**src/rtl/hdas_pkg.sv**
```systemverilog
package hdas_pkg;

    // Width of one stored word and of the hash.
    localparam int unsigned WORD_W    = 32;
    // The modulo unit retires two dividend bits per cycle.
    localparam int unsigned DIV_STEPS = WORD_W / 2;
    localparam int unsigned PH_W      = $clog2(DIV_STEPS);

    // Hash unit operation codes.
    localparam logic [2:0] HOP_NONE = 3'd0;
    localparam logic [2:0] HOP_BYTE = 3'd1;
    localparam logic [2:0] HOP_FIN0 = 3'd2;
    localparam logic [2:0] HOP_FIN1 = 3'd3;
    localparam logic [2:0] HOP_FIN2 = 3'd4;

    // Commands from the controller to the datapath.
    typedef struct packed {
        logic       load_wr;
        logic       seed_init;
        logic [2:0] hop;
        logic [1:0] byte_sel;
        logic       div_start;
        logic       div_step;
        logic       seed_from_rem;
        logic       rd_seed;
        logic       tmp_load;
        logic       wr_idx;
        logic       wr_seed;
        logic       idx_clr;
        logic       idx_inc;
        logic       out_load;
        logic       count_clr;
    } cmd_t;

    // Status from the datapath to the controller.
    typedef struct packed {
        logic last_pos;
    } sts_t;

endpackage

```
**src/rtl/hdas_ctrl.sv**
```systemverilog
module hdas_ctrl
    import hdas_pkg::*;
(
    input  logic aclk,
    input  logic aresetn,
    input  logic s_tvalid,
    input  logic s_tlast,
    output logic s_tready,
    output logic m_tvalid,
    input  logic m_tready,
    input  sts_t sts,
    output cmd_t cmd
);

    localparam logic [3:0] ST_LOAD  = 4'd0;
    localparam logic [3:0] ST_SEED  = 4'd1;
    localparam logic [3:0] ST_HBYTE = 4'd2;
    localparam logic [3:0] ST_HFIN0 = 4'd3;
    localparam logic [3:0] ST_HFIN1 = 4'd4;
    localparam logic [3:0] ST_HFIN2 = 4'd5;
    localparam logic [3:0] ST_DIVST = 4'd6;
    localparam logic [3:0] ST_DIV   = 4'd7;
    localparam logic [3:0] ST_SW0   = 4'd8;
    localparam logic [3:0] ST_SW1   = 4'd9;
    localparam logic [3:0] ST_SW2   = 4'd10;
    localparam logic [3:0] ST_SW3   = 4'd11;
    localparam logic [3:0] ST_E0    = 4'd12;
    localparam logic [3:0] ST_E1    = 4'd13;
    localparam logic [3:0] ST_E2    = 4'd14;

    localparam logic [PH_W-1:0] PH_BYTE_LAST = PH_W'(3);
    localparam logic [PH_W-1:0] PH_DIV_LAST  = PH_W'(DIV_STEPS - 1);

    logic [3:0]      state_reg, state_next;
    logic [PH_W-1:0] ph_reg, ph_next;

    // State and phase counter registers.
    always_ff @(posedge aclk) begin
        if (!aresetn) begin
            state_reg <= ST_LOAD;
            ph_reg    <= '0;
        end else begin
            state_reg <= state_next;
            ph_reg    <= ph_next;
        end
    end

    // Next state and command decode.
    always_comb begin
        state_next   = state_reg;
        ph_next      = ph_reg;
        cmd          = '0;
        cmd.hop      = HOP_NONE;
        cmd.byte_sel = ph_reg[1:0];
        s_tready     = 1'b0;
        m_tvalid     = 1'b0;
        case (state_reg)
            ST_LOAD: begin
                s_tready = 1'b1;
                if (s_tvalid) begin
                    cmd.load_wr = 1'b1;
                    if (s_tlast) begin
                        state_next = ST_SEED;
                    end
                end
            end
            ST_SEED: begin
                cmd.seed_init = 1'b1;
                cmd.idx_clr   = 1'b1;
                ph_next       = '0;
                state_next    = ST_HBYTE;
            end
            ST_HBYTE: begin
                cmd.hop = HOP_BYTE;
                if (ph_reg == PH_BYTE_LAST) begin
                    ph_next    = '0;
                    state_next = ST_HFIN0;
                end else begin
                    ph_next = ph_reg + 1'b1;
                end
            end
            ST_HFIN0: begin
                cmd.hop    = HOP_FIN0;
                state_next = ST_HFIN1;
            end
            ST_HFIN1: begin
                cmd.hop    = HOP_FIN1;
                state_next = ST_HFIN2;
            end
            ST_HFIN2: begin
                cmd.hop    = HOP_FIN2;
                state_next = ST_DIVST;
            end
            ST_DIVST: begin
                cmd.div_start = 1'b1;
                ph_next       = '0;
                state_next    = ST_DIV;
            end
            ST_DIV: begin
                cmd.div_step = 1'b1;
                if (ph_reg == PH_DIV_LAST) begin
                    ph_next    = '0;
                    state_next = ST_SW0;
                end else begin
                    ph_next = ph_reg + 1'b1;
                end
            end
            ST_SW0: begin
                // New seed is taken and element i is read.
                cmd.seed_from_rem = 1'b1;
                state_next        = ST_SW1;
            end
            ST_SW1: begin
                cmd.rd_seed  = 1'b1;
                cmd.tmp_load = 1'b1;
                state_next   = ST_SW2;
            end
            ST_SW2: begin
                cmd.wr_idx = 1'b1;
                state_next = ST_SW3;
            end
            ST_SW3: begin
                cmd.wr_seed = 1'b1;
                if (sts.last_pos) begin
                    cmd.idx_clr = 1'b1;
                    state_next  = ST_E0;
                end else begin
                    cmd.idx_inc = 1'b1;
                    state_next  = ST_HBYTE;
                end
            end
            ST_E0: begin
                state_next = ST_E1;
            end
            ST_E1: begin
                cmd.out_load = 1'b1;
                state_next   = ST_E2;
            end
            ST_E2: begin
                m_tvalid = 1'b1;
                if (m_tready) begin
                    if (sts.last_pos) begin
                        cmd.count_clr = 1'b1;
                        state_next    = ST_LOAD;
                    end else begin
                        cmd.idx_inc = 1'b1;
                        state_next  = ST_E0;
                    end
                end
            end
            default: begin
                state_next = ST_LOAD;
            end
        endcase
    end

endmodule

```
**src/rtl/hdas_dp.sv**
```systemverilog
module hdas_dp
    import hdas_pkg::*;
#(
    parameter int unsigned DEPTH = 64
) (
    input  logic              aclk,
    input  logic              aresetn,
    input  cmd_t              cmd,
    input  logic [WORD_W-1:0] in_value,
    output sts_t              sts,
    output logic [WORD_W-1:0] out_value,
    output logic              out_last
);

    localparam int unsigned AW    = (DEPTH > 1) ? $clog2(DEPTH) : 1;
    localparam int unsigned CNT_W = $clog2(DEPTH + 1);
    localparam int unsigned RW    = CNT_W + 1;

    logic [WORD_W-1:0] store_mem [DEPTH];
    logic [WORD_W-1:0] rdata_reg;
    logic [CNT_W-1:0]  count_reg, count_next;
    logic [AW-1:0]     idx_reg, idx_next;
    logic [WORD_W-1:0] seed_reg, seed_next;
    logic [WORD_W-1:0] hash_reg, hash_next;
    logic [WORD_W-1:0] div_reg, div_next;
    logic [CNT_W-1:0]  rem_reg, rem_next;
    logic [WORD_W-1:0] tmp_reg;
    logic [WORD_W-1:0] out_reg;
    logic              out_last_reg;

    logic              not_full;
    logic              we;
    logic [AW-1:0]     waddr, raddr;
    logic [WORD_W-1:0] wdata;
    logic [CNT_W-1:0]  last_idx;
    logic [7:0]        hbyte;
    logic [WORD_W-1:0] hbase, h1, h2;
    logic [RW-1:0]     r1, r2;
    logic [CNT_W-1:0]  r1m;

    assign not_full = (count_reg < CNT_W'(DEPTH));
    assign last_idx = count_reg - 1'b1;
    assign sts.last_pos = ({{(CNT_W){1'b0}}, idx_reg} == {{(AW){1'b0}}, last_idx});

    // Memory port selection: one write and one read address per cycle.
    always_comb begin
        we    = 1'b0;
        waddr = idx_reg;
        wdata = rdata_reg;
        if (cmd.load_wr && not_full) begin
            we    = 1'b1;
            waddr = count_reg[AW-1:0];
            wdata = in_value;
        end else if (cmd.wr_idx) begin
            we    = 1'b1;
            waddr = idx_reg;
            wdata = rdata_reg;
        end else if (cmd.wr_seed) begin
            we    = 1'b1;
            waddr = seed_reg[AW-1:0];
            wdata = tmp_reg;
        end
        raddr = cmd.rd_seed ? seed_reg[AW-1:0] : idx_reg;
    end

    // Element store with registered read data.
    always_ff @(posedge aclk) begin
        if (we) begin
            store_mem[waddr] <= wdata;
        end
        rdata_reg <= store_mem[raddr];
    end

    // One hash round per byte; the first round starts from zero.
    always_comb begin
        hbyte = seed_reg[{cmd.byte_sel, 3'b000} +: 8];
        hbase = (cmd.byte_sel == 2'd0) ? '0 : hash_reg;
        h1    = hbase + {{(WORD_W - 8){1'b0}}, hbyte};
        h2    = h1 + (h1 << 10);
    end

    always_comb begin
        case (cmd.hop)
            HOP_BYTE: hash_next = h2 ^ (h2 >> 6);
            HOP_FIN0: hash_next = hash_reg + (hash_reg << 3);
            HOP_FIN1: hash_next = hash_reg ^ (hash_reg >> 11);
            HOP_FIN2: hash_next = hash_reg + (hash_reg << 15);
            default:  hash_next = hash_reg;
        endcase
    end

    // Restoring modulo by the element count, two dividend bits per step.
    always_comb begin
        r1 = {rem_reg, div_reg[WORD_W-1]};
        if (r1 >= {1'b0, count_reg}) begin
            r1 = r1 - {1'b0, count_reg};
        end
        r1m = r1[CNT_W-1:0];
        r2  = {r1m, div_reg[WORD_W-2]};
        if (r2 >= {1'b0, count_reg}) begin
            r2 = r2 - {1'b0, count_reg};
        end
        div_next = div_reg;
        rem_next = rem_reg;
        if (cmd.div_start) begin
            div_next = hash_reg;
            rem_next = '0;
        end else if (cmd.div_step) begin
            div_next = div_reg << 2;
            rem_next = r2[CNT_W-1:0];
        end
    end

    // Count, position and seed updates.
    always_comb begin
        count_next = count_reg;
        if (cmd.count_clr) begin
            count_next = '0;
        end else if (cmd.load_wr && not_full) begin
            count_next = count_reg + 1'b1;
        end
        idx_next = idx_reg;
        if (cmd.idx_clr) begin
            idx_next = '0;
        end else if (cmd.idx_inc) begin
            idx_next = idx_reg + 1'b1;
        end
        seed_next = seed_reg;
        if (cmd.seed_init) begin
            seed_next = WORD_W'(count_reg) - 1'b1;
        end else if (cmd.seed_from_rem) begin
            seed_next = WORD_W'(rem_reg);
        end
    end

    // Control registers.
    always_ff @(posedge aclk) begin
        if (!aresetn) begin
            count_reg <= '0;
            seed_reg  <= '0;
            idx_reg   <= '0;
        end else begin
            count_reg <= count_next;
            seed_reg  <= seed_next;
            idx_reg   <= idx_next;
        end
    end

    // Payload registers.
    always_ff @(posedge aclk) begin
        hash_reg <= hash_next;
        div_reg  <= div_next;
        rem_reg  <= rem_next;
        if (cmd.tmp_load) begin
            tmp_reg <= rdata_reg;
        end
        if (cmd.out_load) begin
            out_reg      <= rdata_reg;
            out_last_reg <= sts.last_pos;
        end
    end

    assign out_value = out_reg;
    assign out_last  = out_last_reg;

endmodule

```
**src/rtl/hash_driven_array_shuffle.sv**
```systemverilog
// Hash-driven array shuffle.
// Words arrive on the s_ stream, one signed 32-bit element per word, and are
// collected until a word with s_tlast high. Once DEPTH elements are held,
// further values are dropped, but a word with s_tlast still ends the set.
// The set is then permuted in place: a seed starts at count minus one, and
// for each position the seed becomes the one-at-a-time hash of its bytes
// modulo the count, and that element is swapped with the current one.
// The shuffled elements leave on the m_ stream in order, the final one with
// m_tlast high; the block then accepts a new set.
// Loading holds s_tready high, so the sender is never stalled. For each
// element the shuffle runs the byte-serial hash, its final mixing, the
// modulo unit (two quotient bits per cycle) and a swap over the single write
// port of the element store. Emission reads and registers each word before
// offering it, and reads the next only after it is taken; a stalled receiver
// simply holds m_tvalid and m_tdata until the word is taken. No input is
// accepted during shuffle and emission. Reset clears the count, the seed,
// the position and the controller; the element store is not cleared.
module hash_driven_array_shuffle
    import hdas_pkg::*;
#(
    parameter int unsigned DEPTH = 64
) (
    input  logic        aclk,
    input  logic        aresetn,
    input  logic        s_tvalid,
    output logic        s_tready,
    input  logic [31:0] s_tdata,   // [31:0] value
    input  logic        s_tlast,   // last_in
    output logic        m_tvalid,
    input  logic        m_tready,
    output logic [31:0] m_tdata,   // [31:0] value_out
    output logic        m_tlast    // last_out
);

    cmd_t cmd;
    sts_t sts;

    hdas_ctrl u_ctrl (
        .aclk     (aclk),
        .aresetn  (aresetn),
        .s_tvalid (s_tvalid),
        .s_tlast  (s_tlast),
        .s_tready (s_tready),
        .m_tvalid (m_tvalid),
        .m_tready (m_tready),
        .sts      (sts),
        .cmd      (cmd)
    );

    hdas_dp #(
        .DEPTH (DEPTH)
    ) u_dp (
        .aclk      (aclk),
        .aresetn   (aresetn),
        .cmd       (cmd),
        .in_value  (s_tdata),
        .sts       (sts),
        .out_value (m_tdata),
        .out_last  (m_tlast)
    );

endmodule

```
**config.mk**
```make
export PLATFORM = sky130hd
export DESIGN_NAME = hash_driven_array_shuffle
export DESIGN_NICKNAME = d
export VERILOG_FILES = /design/src/rtl/hdas_pkg.sv /design/src/rtl/hdas_ctrl.sv /design/src/rtl/hdas_dp.sv /design/src/rtl/hash_driven_array_shuffle.sv
export SDC_FILE = /design/constraint.sdc
export NUM_CORES = 2
export LEC_CHECK = 0
export BUFFER_PORTS_ARGS = -buffer_cell sky130_fd_sc_hd__buf_2
export CAP_MARGIN = 40
export CORE_ASPECT_RATIO = 1.25
export CORE_MARGIN = 8
export CORE_UTILIZATION = 30
export DETAILED_ROUTE_END_ITERATION = 12
export SYNTH_ARGS = -nofsm -noshare
export SYNTH_HDL_FRONTEND = slang
export SYNTH_SLANG_ARGS = --single-unit
```
**constraint.sdc**
```tcl
create_clock -name aclk -period 8.5 [get_ports aclk]
set_input_delay 1.275 -clock aclk [delete_from_list [all_inputs] [get_ports aclk]]
set_output_delay 1.275 -clock aclk [all_outputs]
set_load 0.02 [all_outputs]
```
==> impl_metrics.toml <==
[cts]
postCtsSetupBuffers = 0
cts_buffers = 228
ctsHtreeMaxLevel = 4
postCtsHoldBufs = 0
clock_sinks = 2245
cts.path.max_buffers = 4
insertion_delay_ns = 0.89
cts-root-buf = "clkbuf_16"
tritoncts = "yes"
clk_pin_slew_ns = 0.06
cts_resized = 0

[setup_path]
critPathArrivalTime_ns = 7.09
r2r-start = "u_ctrl.ph_reg[0]"
required_ns = 9.07
path_max_fanout = 33
critPathMaxStageDelay_ns = 0.55
r2r_end = "u_dp.hash_reg[20]"
critical_path_class = "flop to flop"
startpoint = "u_ctrl.ph_reg[0]"
worst-path-buf-inv = 4
rrSetupSlack_ns = 1.99
cp_common_cell = "a21oi_1"
start_kind = "flop"
cp.depth = 26
critPathCapture = "u_dp.hash_reg[20]"
end_kind = "flop"
cp_slowest_cell = "a311oi_1"
reg2reg_depth = 26
cpLargestDelayFamily = "compound AO/OA/AOI/OAI gates"

[timing]
slew_headroom_pct = 33.9
rsz0062_at_grt = "false"
fin_skew_ns = 0.103
whs_ns = 0.414
setup_tns_ns = 0
setup_viol = 0
finalMaxSlewViolations = 0
max_freq_ghz = 0.154
tightest_slew_ns = 0.991
period_share_pct = 76.6
hold_viol_final = 0
min_period_ns = 6.51

[routing]
firstDrtPassIters = 6
finalWirelength_um = 246000
vias_per_cell = 5.06
drt_iter0_drc = 4608
vias = 47142
routedWlPerCell_um = 26.4
detail-route-antenna-nets = 0
route.detailed.drc = 0

[synth]
yosysUniqueCellTypes = 84
synth-async-reset-ratio_pct = 0
yosysWarningCount = 0
syn_inst = 4724
synth_nets = 4859
synth_edf_count = 2177
ys_ff_latch = 2245
ys_seq_area_share_pct = 71.8
syn-cell-area_sq_um = 92900
syn_avg_cell_area_sq_um = 19.7
synth_ff_type = "edfxtp_1"

[global_route]
grt_pass1_vias = 48051
grt_pass1_wl_um = 351000
overflow = 0
grt_max_degree = 123
grt_antenna_before_repair = 8
grt_usage_pct = 14.5

[die]
dieWidth_um = 514
core-area_sq_um = 308000
ios = 72
start_util_pct = 30.1
dieArea_sq_um = 328000
rows = 228
die_h_um = 638

[final_layout]
final_util_pct = 35.0
final-instance-count-excl-fill = 9322
mostFrequentLayoutCells = "2177 x edfxtp_1, 537 x mux2i_1, 512 x mux4_2"
final_area_sq_um = 108000
nets = 5122
drive_above_1_share_pct = 24.5
final_common_cell = "edfxtp_1"
fillers = 28511
area_growth_pct = 16.1
largest_reg_flops = 2048
top_register = "u_dp.store_mem"

[outcome]
status = "finished clean"

[hold_path]
holdCritPathClass = "flop to flop"

[placement]
dp_cells = 8894
portBuffers = 71
place_area_sq_um = 100000
gp_congestion = 0.826
hpwl_um = 147000

[power_and_ir_drop]
vdd_drop_max_v = 0.000177
power.leakage_uw = 0.0382
p_per_area_nw_per_um2 = 251

[job]
max_cap_violations = 0
-- worst register-to-register path, cell delays in order (launching register included) --
cell      delay (ns)
dfxtp_1         0.36
inv_1           0.08
ha_1            0.13
buf_4           0.32
nor2b_1         0.10
ha_1            0.25
fa_1            0.46
a21o_1          0.19
a21oi_1         0.24
o21bai_1        0.09
a21oi_1         0.23
o21bai_1        0.09
a21oi_1         0.14
buf_4           0.26
o21ai_0         0.11
a21oi_1         0.32
ha_1            0.26
inv_1           0.07
fa_1            0.46
nor2b_1         0.18
o21ai_1         0.12
o211a_1         0.28
o2111a_1        0.25
a311oi_1        0.55
xnor3_1         0.33
a222oi_1        0.29
o21ai_1         0.11
-- stage by stage --
stage	power [uW]	worst slack, ns
finish	27000	1.99
global placement	17000	1.80
global route	27900	1.52
floorplan	15700	2.09
detailed placement	17100	2.05
CTS	27200	2.00
-- layout make-up --
class	count	area [sq um]	share of cell area, %
antenna	8	20.0	0.0186
timing repair buffer	262	2460	2.28
multi-input combinational	2202	25800	23.9
clock inverter	131	1500	1.39
clock buffer	286	5980	5.55
tap	4140	5180	4.80
inverter	48	180	0.167
sequential	2245	66700	61.9
-- logic make-up after synthesis --
logic type,share of synthesized area (%)
DFF,71.8
buffers and inverters,1.45
xor gates and xnor gates,1.48
adders and majority gates,1.37
muxes,18.7
AOI/OAI and AO/OA,2.54
and+or+nand+nor,2.60
-- power breakdown --
part | switching [uW] | internal (uW) | leakage [uW]
Clock | 4230 | 5870 | 0.00362
Sequential | 263 | 12900 | 0.0202
Combinational | 2520 | 1210 | 0.0144
-- worst min-delay path by stage --
stage | endpoint | depth (start not counted) | startpoint | slack (ns)
after global routing | u_dp.out_value[27] | 0 | u_dp.rdata_reg[27] | 0.44
final | u_dp.out_value[27] | 0 | u_dp.rdata_reg[27] | 0.41
after floorplan | u_dp.out_value[0] | 0 | u_dp.rdata_reg[0] | 0.43
after CTS | u_dp.out_value[27] | 0 | u_dp.rdata_reg[27] | 0.39
after global placement | u_dp.tmp_reg[15] | 0 | u_dp.rdata_reg[15] | 0.44
after detailed placement | u_dp.out_value[29] | 0 | u_dp.rdata_reg[29] | 0.45
-- synthesized netlist by cell type, types with 6 or more instances --
| master | n | area [sq um] |
|---|---|---|
| nor3_1 | 30 | 150 |
| nor3b_1 | 7 | 52.6 |
| fa_1 | 6 | 120 |
| a21o_1 | 35 | 263 |
| a221o_1 | 8 | 80.1 |
| ha_1 | 92 | 1150 |
| a21oi_1 | 69 | 345 |
| nand4_1 | 18 | 113 |
| o211ai_1 | 7 | 52.6 |
| buf_2 | 57 | 285 |
| nor2b_1 | 22 | 138 |
| o311ai_0 | 6 | 52.6 |
| a22oi_1 | 12 | 90.1 |
| buf_4 | 46 | 345 |
| mux2i_1 | 543 | 5440 |
| and4_1 | 7 | 61.3 |
| xnor2_1 | 80 | 701 |
| buf_6 | 8 | 90.1 |
| a31oi_1 | 6 | 37.5 |
| or2_2 | 6 | 37.5 |
| clkbuf_1 | 81 | 304 |
| mux4_2 | 512 | 11500 |
| xor2_1 | 59 | 517 |
| and2_1 | 8 | 50.1 |
| nor2_1 | 163 | 612 |
| a21boi_0 | 10 | 75.1 |
| buf_1 | 35 | 131 |
| inv_1 | 47 | 176 |
| edfxtp_1 | 2177 | 65400 |
| o21bai_1 | 10 | 75.1 |
| o21ai_0 | 105 | 526 |
| and3_1 | 15 | 93.8 |
| a222oi_1 | 6 | 60.1 |
| dfxtp_1 | 68 | 1360 |
| a211oi_1 | 6 | 45.0 |
| nand2b_1 | 8 | 50.1 |
| o21a_1 | 14 | 105 |
| mux2_2 | 39 | 439 |
| nand2_1 | 141 | 529 |
| nand3_1 | 40 | 200 |
| or3_1 | 20 | 125 |
-- layer usage --
| layer | routed length (um) | share of wire [%] | GRT usage, % |
|---|---|---|---|
| met1 | 101000 | 41 | 19.0 |
| met2 | 122000 | 50 | 24.7 |
| met3 | 15600 | 6.4 | 2.51 |
| met4 | 7420 | 3.0 | 4.12 |
| met5 | 13 | 0.0053 | 0 |
Power figures use the tool's default switching activity.
